[src/sv/spd_pkg.sv]
package spd_pkg;

    localparam int PKT_LEN = 14;
    localparam int BODY_LEN = PKT_LEN - 1;

    localparam logic [1:0] MODE_SERIAL = 2'd0;
    localparam logic [1:0] MODE_DGRAM = 2'd1;
    localparam logic [1:0] MODE_TICK = 2'd2;

    localparam logic [1:0] SRC_NONE = 2'd0;
    localparam logic [1:0] SRC_SERIAL = 2'd1;
    localparam logic [1:0] SRC_DGRAM = 2'd2;

    localparam logic [1:0] EVT_NONE = 2'd0;
    localparam logic [1:0] EVT_ACCEPT = 2'd1;
    localparam logic [1:0] EVT_REJECT = 2'd2;

    localparam logic CFG_START_BYTE = 1'b0;
    localparam logic CFG_TIMEOUT_MS = 1'b1;

    localparam logic [7:0] START_BYTE_RESET = 8'd0;
    localparam logic [15:0] TIMEOUT_RESET = 16'd100;
    localparam logic [16:0] AGE_MAX = 17'h1FFFF;

    // Byte 0 is the start byte, byte 13 the check byte.
    typedef logic [PKT_LEN-1:0][7:0] pkt_t;

    typedef struct packed {
        logic done;
        pkt_t bytes;
    } frame_t;

    function automatic logic pkt_good(input pkt_t pkt, input logic [7:0] start_byte);
        logic [7:0] x;
        x = 8'd0;
        for (int i = 0; i < BODY_LEN; i++)
        begin
            x = x ^ pkt[i];
        end
        return (pkt[0] == start_byte) && (x == pkt[PKT_LEN-1]);
    endfunction

    function automatic logic [31:0] le_word(input pkt_t pkt, input int base);
        return {pkt[base+3], pkt[base+2], pkt[base+1], pkt[base]};
    endfunction

endpackage

[src/sv/spd_serial_rx.sv]
module spd_serial_rx (
    input  logic              clk,
    input  logic              rst_n,
    input  logic              advance,
    input  logic [1:0]        mode,
    input  logic [7:0]        data_byte,
    input  logic [7:0]        start_byte,
    output spd_pkg::frame_t   frame
);
    import spd_pkg::*;

    logic                        hunting_reg;
    logic                        hunting_next;
    logic [3:0]                  count_reg;
    logic [3:0]                  count_next;
    logic [BODY_LEN-1:0][7:0]    bytes_reg;
    logic                        take;
    logic                        last;

    always_comb
    begin
        take = advance && (mode == MODE_SERIAL);
        last = !hunting_reg && (count_reg == 4'(BODY_LEN));
        hunting_next = hunting_reg;
        count_next = count_reg;
        if (take)
        begin
            if (hunting_reg)
            begin
                if (data_byte == start_byte)
                begin
                    count_next = 4'd1;
                    hunting_next = 1'b0;
                end
            end
            else if (last)
            begin
                // full frame seen: hunt again, collected bytes are not rescanned
                count_next = 4'd0;
                hunting_next = 1'b1;
            end
            else
            begin
                count_next = count_reg + 4'd1;
            end
        end
        frame.done = take && last;
        frame.bytes = {data_byte, bytes_reg};
    end

    always_ff @(posedge clk or negedge rst_n)
    begin
        if (!rst_n)
        begin
            hunting_reg <= 1'b1;
            count_reg <= 4'd0;
        end
        else
        begin
            hunting_reg <= hunting_next;
            count_reg <= count_next;
        end
    end

    always_ff @(posedge clk)
    begin
        if (take && (hunting_reg ? (data_byte == start_byte) : !last))
        begin
            bytes_reg[count_next - 4'd1] <= data_byte;
        end
    end

endmodule

[src/sv/spd_dgram_rx.sv]
module spd_dgram_rx (
    input  logic              clk,
    input  logic              rst_n,
    input  logic              advance,
    input  logic [1:0]        mode,
    input  logic [7:0]        data_byte,
    input  logic              datagram_end,
    output spd_pkg::frame_t   frame
);
    import spd_pkg::*;

    logic [3:0] count_reg;
    logic [3:0] count_next;
    pkt_t       bytes_reg;
    logic       take;
    logic       room;

    always_comb
    begin
        take = advance && (mode == MODE_DGRAM);
        room = count_reg < 4'(PKT_LEN);
        count_next = count_reg;
        if (take)
        begin
            if (datagram_end)
            begin
                count_next = 4'd0;
            end
            else if (room)
            begin
                count_next = count_reg + 4'd1;
            end
        end
        // check byte arrives with the end mark when the datagram is exactly full
        frame.done = take && datagram_end && (count_reg >= 4'(BODY_LEN));
        frame.bytes = bytes_reg;
        if (count_reg == 4'(BODY_LEN))
        begin
            frame.bytes[PKT_LEN-1] = data_byte;
        end
    end

    always_ff @(posedge clk or negedge rst_n)
    begin
        if (!rst_n)
        begin
            count_reg <= 4'd0;
        end
        else
        begin
            count_reg <= count_next;
        end
    end

    always_ff @(posedge clk)
    begin
        if (take && room)
        begin
            bytes_reg[count_reg] <= data_byte;
        end
    end

endmodule

[src/sv/spd_commit.sv]
module spd_commit (
    input  logic              clk,
    input  logic              rst_n,
    input  logic              advance,
    input  logic [1:0]        mode,
    input  logic [7:0]        start_byte,
    input  logic [15:0]       timeout_ms,
    input  spd_pkg::frame_t   serial_frame,
    input  spd_pkg::frame_t   dgram_frame,
    output logic [31:0]       vx_bits,
    output logic [31:0]       vy_bits,
    output logic [31:0]       wz_bits,
    output logic [1:0]        active_source,
    output logic [1:0]        frame_event
);
    import spd_pkg::*;

    logic [31:0] vx_held_reg, vx_held_next;
    logic [31:0] vy_held_reg, vy_held_next;
    logic [31:0] wz_held_reg, wz_held_next;
    logic [1:0]  src_held_reg, src_held_next;
    logic        ever_reg, ever_next;
    logic [16:0] age_reg, age_next;
    logic [31:0] vx_out_reg, vy_out_reg, wz_out_reg;
    logic [1:0]  src_out_reg, evt_out_reg;
    logic [1:0]  evt_next;
    logic        fresh;
    frame_t      frame;
    logic [1:0]  frame_src;

    always_comb
    begin
        frame = serial_frame.done ? serial_frame : dgram_frame;
        frame_src = serial_frame.done ? SRC_SERIAL : SRC_DGRAM;
        vx_held_next = vx_held_reg;
        vy_held_next = vy_held_reg;
        wz_held_next = wz_held_reg;
        src_held_next = src_held_reg;
        ever_next = ever_reg;
        age_next = age_reg;
        evt_next = EVT_NONE;
        if (frame.done)
        begin
            if (pkt_good(frame.bytes, start_byte))
            begin
                vx_held_next = le_word(frame.bytes, 1);
                vy_held_next = le_word(frame.bytes, 5);
                wz_held_next = le_word(frame.bytes, 9);
                src_held_next = frame_src;
                ever_next = 1'b1;
                age_next = 17'd0;
                evt_next = EVT_ACCEPT;
            end
            else
            begin
                evt_next = EVT_REJECT;
            end
        end
        else if (advance && (mode == MODE_TICK) && (age_reg != AGE_MAX))
        begin
            age_next = age_reg + 17'd1;
        end
        fresh = ever_next && (age_next <= {1'b0, timeout_ms});
    end

    always_ff @(posedge clk or negedge rst_n)
    begin
        if (!rst_n)
        begin
            vx_held_reg <= 32'd0;
            vy_held_reg <= 32'd0;
            wz_held_reg <= 32'd0;
            src_held_reg <= SRC_NONE;
            ever_reg <= 1'b0;
            age_reg <= 17'd0;
        end
        else if (advance)
        begin
            vx_held_reg <= vx_held_next;
            vy_held_reg <= vy_held_next;
            wz_held_reg <= wz_held_next;
            src_held_reg <= src_held_next;
            ever_reg <= ever_next;
            age_reg <= age_next;
        end
    end

    always_ff @(posedge clk)
    begin
        if (advance)
        begin
            vx_out_reg <= fresh ? vx_held_next : 32'd0;
            vy_out_reg <= fresh ? vy_held_next : 32'd0;
            wz_out_reg <= fresh ? wz_held_next : 32'd0;
            src_out_reg <= fresh ? src_held_next : SRC_NONE;
            evt_out_reg <= evt_next;
        end
    end

    assign vx_bits = vx_out_reg;
    assign vy_bits = vy_out_reg;
    assign wz_bits = wz_out_reg;
    assign active_source = src_out_reg;
    assign frame_event = evt_out_reg;

endmodule

[src/sv/setpoint_packet_deframer.sv]
// Setpoint packet deframer. Each beat is a serial byte (mode 0), a datagram byte
// (mode 1, datagram_end on its last byte) or a one millisecond tick (mode 2), and
// each beat yields exactly one result beat showing the committed vx/vy/wz words
// and their source after that beat, plus whether it completed a good or bad
// 14-byte packet. Words read as zero with source none before the first good
// packet and once more than timeout_ms ticks have passed since the last one.
// One beat is taken every cycle while item_stall is low; a beat passes through the
// input register and then the result register, and waits in the input register
// while result_stall holds the result register. Write start_byte and
// timeout_ms only while no beat is in flight.
module setpoint_packet_deframer (
    input  logic        clk,
    input  logic        rst_n,
    input  logic        item_valid,
    output logic        item_stall,
    input  logic [1:0]  mode,
    input  logic [7:0]  data_byte,
    input  logic        datagram_end,
    output logic        result_valid,
    input  logic        result_stall,
    output logic [31:0] vx_bits,
    output logic [31:0] vy_bits,
    output logic [31:0] wz_bits,
    output logic [1:0]  active_source,
    output logic [1:0]  frame_event,
    input  logic        cfg_valid,
    output logic        cfg_ready,
    input  logic        cfg_index,
    input  logic [15:0] cfg_data
);
    import spd_pkg::*;

    logic        in_valid_reg, in_valid_next;
    logic        result_valid_reg, result_valid_next;
    logic [1:0]  mode_reg;
    logic [7:0]  byte_reg;
    logic        dend_reg;
    logic [7:0]  start_byte_reg;
    logic [15:0] timeout_reg;
    logic        advance;
    logic        accept;
    frame_t      serial_frame;
    frame_t      dgram_frame;

    always_comb
    begin
        advance = in_valid_reg && !(result_valid_reg && result_stall);
        item_stall = in_valid_reg && !advance;
        accept = item_valid && !item_stall;
        in_valid_next = accept || (in_valid_reg && !advance);
        result_valid_next = advance || (result_valid_reg && result_stall);
    end

    assign cfg_ready = 1'b1;
    assign result_valid = result_valid_reg;

    always_ff @(posedge clk or negedge rst_n)
    begin
        if (!rst_n)
        begin
            in_valid_reg <= 1'b0;
            result_valid_reg <= 1'b0;
            start_byte_reg <= START_BYTE_RESET;
            timeout_reg <= TIMEOUT_RESET;
        end
        else
        begin
            in_valid_reg <= in_valid_next;
            result_valid_reg <= result_valid_next;
            if (cfg_valid && cfg_ready)
            begin
                case (cfg_index)
                    CFG_START_BYTE: start_byte_reg <= cfg_data[7:0];
                    CFG_TIMEOUT_MS: timeout_reg <= cfg_data;
                    default: ;
                endcase
            end
        end
    end

    always_ff @(posedge clk)
    begin
        if (accept)
        begin
            mode_reg <= mode;
            byte_reg <= data_byte;
            dend_reg <= datagram_end;
        end
    end

    spd_serial_rx u_serial (
        .clk        (clk),
        .rst_n      (rst_n),
        .advance    (advance),
        .mode       (mode_reg),
        .data_byte  (byte_reg),
        .start_byte (start_byte_reg),
        .frame      (serial_frame)
    );

    spd_dgram_rx u_dgram (
        .clk          (clk),
        .rst_n        (rst_n),
        .advance      (advance),
        .mode         (mode_reg),
        .data_byte    (byte_reg),
        .datagram_end (dend_reg),
        .frame        (dgram_frame)
    );

    spd_commit u_commit (
        .clk           (clk),
        .rst_n         (rst_n),
        .advance       (advance),
        .mode          (mode_reg),
        .start_byte    (start_byte_reg),
        .timeout_ms    (timeout_reg),
        .serial_frame  (serial_frame),
        .dgram_frame   (dgram_frame),
        .vx_bits       (vx_bits),
        .vy_bits       (vy_bits),
        .wz_bits       (wz_bits),
        .active_source (active_source),
        .frame_event   (frame_event)
    );

endmodule

[config.mk]
export PLATFORM = sky130hd
export DESIGN_NAME = setpoint_packet_deframer
export DESIGN_NICKNAME = d
export VERILOG_FILES = /design/src/sv/spd_pkg.sv /design/src/sv/spd_serial_rx.sv /design/src/sv/spd_dgram_rx.sv /design/src/sv/spd_commit.sv /design/src/sv/setpoint_packet_deframer.sv
export SDC_FILE = /design/constraint.sdc
export NUM_CORES = 1
export LEC_CHECK = 0
export BUFFER_PORTS_ARGS = -buffer_cell sky130_fd_sc_hd__clkbuf_2
export CAP_MARGIN = 0
export CELL_PAD_IN_SITES_DETAIL_PLACEMENT = 1
export CELL_PAD_IN_SITES_GLOBAL_PLACEMENT = 1
export CORE_MARGIN = 2
export CORE_UTILIZATION = 54
export DETAILED_ROUTE_END_ITERATION = 7
export PLACE_DENSITY_LB_ADDON = 0.1
export SLEW_MARGIN = 25
export SYNTH_ARGS = -nofsm -noshare
export SYNTH_HDL_FRONTEND = slang
export SYNTH_SLANG_ARGS = --single-unit
[constraint.sdc]
create_clock -name clk -period 13 [get_ports clk]
set_input_delay 1.3 -clock clk [delete_from_list [all_inputs] [get_ports clk]]
set_output_delay 1.3 -clock clk [all_outputs]
set_load 0.005 [all_outputs]
# Word level (Yosys, flattened, before mapping)
# Index checks and enable logic that the tools add are counted.
[op_classes]
n_addsub = 4
magnitude_cmp = 7
muxes = 33
n_reduce_logical = 30
n_bitwise = 13
n_eq_ne = 8
mul = 0
shift = 0
n_div = 0
[op_table]
columns = ["op", "n"]
rows = [
  ["32-bit two-way mux", 6],
  ["113-bit two-way mux", 1],
  ["112-bit bitwise mux", 1],
  ["104-bit bitwise mux", 1],
  ["8-bit bitwise XOR", 12],
  ["8-bit demux with 4-bit select", 2],
  ["17-bit two-way mux", 3],
  ["8-bit == test", 3],
  ["4-bit two-way mux", 6],
  ["8-bit two-way mux", 3],
  ["1-bit logical AND", 18],
  ["17-bit by 1-bit adder with 17-bit output, second input constant", 1],
  ["17-bit by 16-bit <= comparator with 1-bit output", 1],
  ["17-bit inequality test, second input constant", 1],
  ["4-bit by 5-bit < comparator with 1-bit output, second input constant", 2],
  ["4-bit by 1-bit adder with 4-bit output, second input constant", 2],
  ["4-bit == test, second input constant", 2],
  ["4-bit by 1-bit greater-or-equal comparator with 1-bit output, second input constant", 2],
  ["2-bit two-way mux", 4],
  ["1-bit two-way mux", 6],
  ["2-bit AND reduction", 3],
  ["1-bit logical NOT", 5],
  ["4-bit greater-or-equal comparator, second input constant", 1],
  ["4-bit < comparator, second input constant", 1],
  ["7 further kinds", 8],
]
[totals]
romBits = 0
n_memories = 0
word_cells = 143
reg_bits = 478
ram_bits = 0
latchBits = 0
inputBits = 33
output_inout_bits = 103

# Depth between registers and ports, before layout
[depth]
depth_word = 25
ltp_mapped = 28
depth_no_buf = 21

# Hierarchy
# From an unflattened synthesis, not the netlist that was laid out.
[hier_totals]
hier_cells = 1805
area_unflattened_um2 = 23666.4
[modules_own_cells]
columns = ["module", "cells_per_inst", "seq_area_each_um2", "area_each_um2", "n_inst"]
rows = [
  ["spd_commit", 1268, 5905.7, 13683.1, 1],
  ["spd_dgram_rx", 274, 3463.3, 4719.5, 1],
  ["spd_serial_rx", 190, 3249.4, 3844.9, 1],
  ["setpoint_packet_deframer", 73, 984.7, 1418.9, 1],
]

# Worst setup path before layout
# OpenSTA, ideal clock, no wires.
[synth_timing]
path_kind = "input to register"
startpoint = "in result_stall"
endpoint = "reg u_commit.wz_out_reg[11], in the netlist u_commit.wz_bits[11], data pin"
t_required_ns = 12.734
cell_stages = 25
t_arrival_ns = 7.715
setup_slack_ns = 5.019
path_buffers = 8
setup_ns = 0.266
cell_sequence = "a21bo_2 > buf_2 > inv_1 > nand3_1 > clkbuf_1 > nor3_1 > o21ai_1 > nor4_1 > buf_4 > buf_8 > buf_4 > nor2_1 > mux2_2 > ha_1 > and4_1 > nand2_1 > o21bai_1 > a31oi_1 > o31ai_1 > a21oi_1 > o21a_1 > clkbuf_1 > clkbuf_1 > clkbuf_1 > nor2_1"
[synth_between]
elab_chain_len = 24
word_cells_on_any_way = 35
[synth_lines]
columns = ["item", "line", "source"]
rows = [
  ["start, declared", "setpoint_packet_deframer.sv:20", "input logic result_stall,"],
  ["1-bit logical AND (*)", "setpoint_packet_deframer.sv:47", "advance = in_valid_reg && !(result_valid_reg && result_stall);"],
  ["1-bit logical NOT (*)", "setpoint_packet_deframer.sv:47", ""],
  ["1-bit logical AND (*)", "setpoint_packet_deframer.sv:47", ""],
  ["net advance", "setpoint_packet_deframer.sv:40", "logic advance;"],
  ["1-bit logical AND", "spd_serial_rx.sv:22", "take = advance && (mode == MODE_SERIAL);"],
  ["1-bit logical AND", "spd_serial_rx.sv:47", "frame.done = take && last;"],
  ["113-bit two-way mux", "spd_commit.sv:33", "frame = serial_frame.done ? serial_frame : dgram_frame;"],
  ["8-bit bitwise XOR (12 in a row)", "spd_pkg.sv:38", "x = x ^ pkt[i];"],
  ["8-bit == test", "spd_pkg.sv:40", "return (pkt[0] == start_byte) && (x == pkt[PKT_LEN-1]);"],
  ["1-bit logical AND", "spd_pkg.sv:40", ""],
  ["17-bit two-way mux", "spd_commit.sv:44", "if (pkt_good(frame.bytes, start_byte))"],
  ["17-bit two-way mux (*)", "spd_commit.sv:42", "if (frame.done)"],
  ["net u_commit.age_next[5]", "spd_commit.sv:23", "logic [16:0] age_reg, age_next;"],
  ["17-bit by 16-bit <= comparator with 1-bit output (*)", "spd_commit.sv:63", "fresh = ever_next && (age_next <= {1'b0, timeout_ms});"],
  ["1-bit logical AND (*)", "spd_commit.sv:63", ""],
  ["end signal, assigned", "spd_commit.sv:94", "wz_out_reg <= fresh ? wz_held_next : 32'd0;"],
  ["end, declared", "spd_commit.sv:24", "logic [31:0] vx_out_reg, vy_out_reg, wz_out_reg;"],
]
# Mark *: on every way through the listed nets, which the timed path passes. The rest lies on a longest branch.
# A chain may end at the register's enable or synchronous reset.

# Worst setup path in the final report
[layout_timing]
startpoint = "in result_stall"
endpoint = "reg u_commit.vy_out_reg[20], in the netlist u_commit.vy_bits[20], data pin"
[layout_between]
elab_chain_len = 24
word_cells_on_any_way = 35
[layout_lines]
columns = ["item", "line", "source"]
rows = [
  ["1-bit logical AND (*)", "setpoint_packet_deframer.sv:47", ""],
  ["1-bit logical NOT (*)", "setpoint_packet_deframer.sv:47", ""],
  ["1-bit logical AND (*)", "setpoint_packet_deframer.sv:47", ""],
  ["1-bit logical AND", "spd_serial_rx.sv:22", ""],
  ["1-bit logical AND", "spd_serial_rx.sv:47", ""],
  ["113-bit two-way mux", "spd_commit.sv:33", ""],
  ["8-bit bitwise XOR (12 in a row)", "spd_pkg.sv:38", ""],
  ["8-bit == test", "spd_pkg.sv:40", ""],
  ["1-bit logical AND", "spd_pkg.sv:40", ""],
  ["17-bit two-way mux", "spd_commit.sv:44", ""],
  ["17-bit two-way mux (*)", "spd_commit.sv:42", ""],
  ["net u_commit.age_next[8]", "spd_commit.sv:23", ""],
  ["17-bit by 16-bit <= comparator with 1-bit output (*)", "spd_commit.sv:63", ""],
  ["1-bit logical AND (*)", "spd_commit.sv:63", ""],
  ["end signal, assigned", "spd_commit.sv:93", "vy_out_reg <= fresh ? vy_held_next : 32'd0;"],
  ["end, declared", "spd_commit.sv:24", ""],
]
# Marks and branches as above.

==> results by group <==
Synthesis
  – Post-Synth Adder-Cell Area: 1.46%
  – Synthesized flop and latch total: 478
  – Ys flop type: edfxtp_1
  – Post-synth top area cell: edfxtp_1
  – EDFF count, synth: 327
  – Dominant cells by area after synthesis: edfxtp_1 (46%), dfrtp_1 (17%), nand2_1 (7.2%)
  – Main combinational cell family by area after synthesis: simple AND/OR/NAND/NOR gates
  – Post-synth ARST share: 31.6%
  – Synth Warn #: 0
  – Synth Area in XOR/XNOR: 10.1%
  – Distinct cells, synth: 65
  – Cell with the most instances after synthesis: nand2_1
  – Synth Area in Simple Gates: 12.4%
  – Synth cell count leaders: nand2_1 (411), edfxtp_1 (327), dfrtp_1 (147)
  – Synth Net Count: 1705
  – Mapped Cells: 1647
  – Mapped Area: 21400 um2
  – Area fraction of the dominant cell type after synthesis: 46.0%
  – Compound-Gate Fraction of Synth Area: 2.80%
  – Post-synthesis mux area share: 7.22%
  – Avg Synthesized Cell Area: 13.0 um2
  – Sequential share of the synthesized area: 63.7%

Detailed routing
  – DRT antenna net count: 0
  – WL per Instance: 23.2 um
  – Vias: 13100
  – Pre-Repair DR Iteration Count: 5
  – Via density: 5.61
  – 1st-iter DRT viols: 926
  – Final Routed Wirelength: 54.5 mm
  – DRC violations left: 0

Setup path
  – Critical path launch point type: input port
  – Arr. time, crit path: 7830 ps
  – Crit Path Class: input port to flip-flop
  – Slowest library cell on the worst path: buf_4
  – CP Capture Type: flip-flop
  – Max FO, Critical Path: 89
  – CP peak stage delay: 890 ps
  – Critical Path RT: 13330 ps
  – Cell breakdown of the critical path: clkbuf_2, a21bo_2, nor3_4, buf_4, mux2i_1, a2111oi_0, o2111ai_1, nor4_2, buf_4, nor2_1, mux2_2, ha_1, and4_1, nand2_1, o21bai_1, a31oi_1, o31ai_1, a21oi_1, o21a_4, buf_12, nor2_1

GRT
  – Pin count of the biggest net entering global routing: 99
  – Vias in the first global route: 14100
  – Initial antenna violation count: 0
  – Grt total ovfl: 0
  – First-pass GRT wire length: 84.4 mm
  – Gr usage total: 27.3%

Placed design
  – Port bufs: 134
  – Place WS: 4640 ps
  – Placer Congestion: 0.875
  – DP Wirelength: 36.3 mm

Hold path
  – Worst Hold Class: flip-flop to flip-flop

Die
  – I/O pin total: 136
  – Die width: 203 um
  – Core ar.: 38800 um2
  – Starting Density: 55.0%
  – Chip height: 203 um
  – Standard-cell rows: 72
  – Die area: 41200 um2

Layout
  – FF+latch area: 13600 um2
  – Footprint of the multi-input gates: 7300 um2
  – Final-stage net count: 1842
  – Filler cells: 3791
  – Antenna cell count: 0
  – Layout Area Growth over Synthesis: 13.6%
  – Layout cell share with drive strength beyond 1: 20.8%

Pwr
  – Leak pwr: 10.4 nW
  – Largest vdd supply drop: 0.124 mV
  – Power density over the cells: 140 nW/um2

Clock network
  – Longest Clk Path Bufs: 3
  – Post-CTS Setup Repair Bufs: 0
  – CTS Buf Count: 49
  – CTS tree: yes
  – Worst-Skew Late Latency: 600 ps
  – Post-CTS Resized: 0
  – Hold bufs inserted after CTS: 0
  – H-tree depth: 2
  – Sink Count: 478
  – Clock root buffer: clkbuf_16
  – Clock Pin Slew Worst Setup and Hold Paths: 60 ps

Timing
  – Count of final max-slew check failures: 0
  – RSZ-0062 raised after global routing: false
  – F_max: 133 MHz
  – Worst-Margin Slew: 1050 ps
  – Final worst slack: 5500 ps
  – Setup TNS: 0 ps
  – Period minus WS final: 7500 ps
  – Final Hold Viols: 0
  – Final Setup Violations: 0
  – Rel. slew slack: 30.1%
  – Final Cycle Share: 57.7%
  – Clock Skews: 24.9 ps

Outcome
  – Status: finished clean

Run
  – Max-Cap Viols: 0
[routing by layer]
metal  vias to the layer above  GRT usage (%)  part of all wire, %
li1                       5948              -                    -
met1                      6787           37.2                   43
met2                       334           46.1                   50
met3                        80           4.46                  4.8
met4                         0           7.06                  2.3
met5                         -              0                    0
[cells in the final DEF (no fill, tap or decap), types with 11 or more instances in the layout]
master / synthesis / final
xnor3_1: 44 / 44
and2_1: 16 / 16
inv_1: 36 / 35
nor2_1: 131 / 131
xor2_1: 15 / 15
clkbuf_1: 34 / 11
nand2_1: 411 / 411
ha_1: 25 / 25
o21ai_0: 31 / 31
clkbuf_16: 0 / 54
edfxtp_1: 327 / 327
nand3_1: 12 / 11
mux2_2: 121 / 121
xnor2_1: 119 / 119
dfrtp_1: 147 / 147
buf_4: 13 / 17
clkbuf_2: 0 / 133
clkbuf_8: 0 / 11
a21oi_1: 17 / 17
[worst max-delay path: cells and delay by family]
family	cells	cell delay, ps
buffers and inverters	4	1890
and+or+nand+nor	6	1570
adders and majority gates	1	280
muxes	2	470
AOI/OAI and AO/OA	8	2210
[report_power, final]
part	switching [mW]	leakage, nW	total, mW	internal (mW)
sequential	0.0368	5.09	1.72	1.68
combinational	0.115	4.44	0.191	0.0760
clock	0.601	0.863	1.50	0.900
total	0.753	10.4	3.41	2.66
[cell families after synthesis]
group	Yosys count
AOI/OAI and AO/OA	92
xor gates and xnor gates	178
adders and majority gates	25
buffers and inverters	103
DFF	478
muxes	135
other	1
and+or+nand+nor	635
[path summary, 6_finish.rpt]
path | from | to | slack [ps] | depth (start not counted)
worst min register to register | u_commit.ever_reg | u_commit.ever_reg | 460 | 1
worst max-delay path | result_stall | u_commit.vy_bits[20] | 5500 | 21
min in group asynchronous | rst_n | timeout_reg[10] | 760 | 1
max in group asynchronous | rst_n | start_byte_reg[5] | 10760 | 2
worst max register to register | u_serial.count_reg[0] | u_commit.vy_bits[20] | 5580 | 21
worst min-delay path | u_commit.ever_reg | u_commit.ever_reg | 460 | 1
[final cells by class]
cell class,count,share of cell area [%]
well taps,518,2.67
flip-flops and latches,478,56.0
repair buffers,153,3.48
clock inverters,16,0.820
clock buffers,76,6.36
multi-input cells,1066,30.1
inverters,36,0.567
[per-stage QoR]
stage               total power [mW]  utilization [%]  cell area, um2  instances  hold slack [ps]
floorplan                       1.85                -           21400       1647              430
global placement                1.93             57.9           22500       2249              445
detailed placement              1.94             57.9           22500       2249              448
CTS                             3.43             62.4           24200       2341              463
global route                    3.51             62.5           24300       2343              475
finish                          3.41             62.5           24300       2343              462
Power figures use the tool's default switching activity.
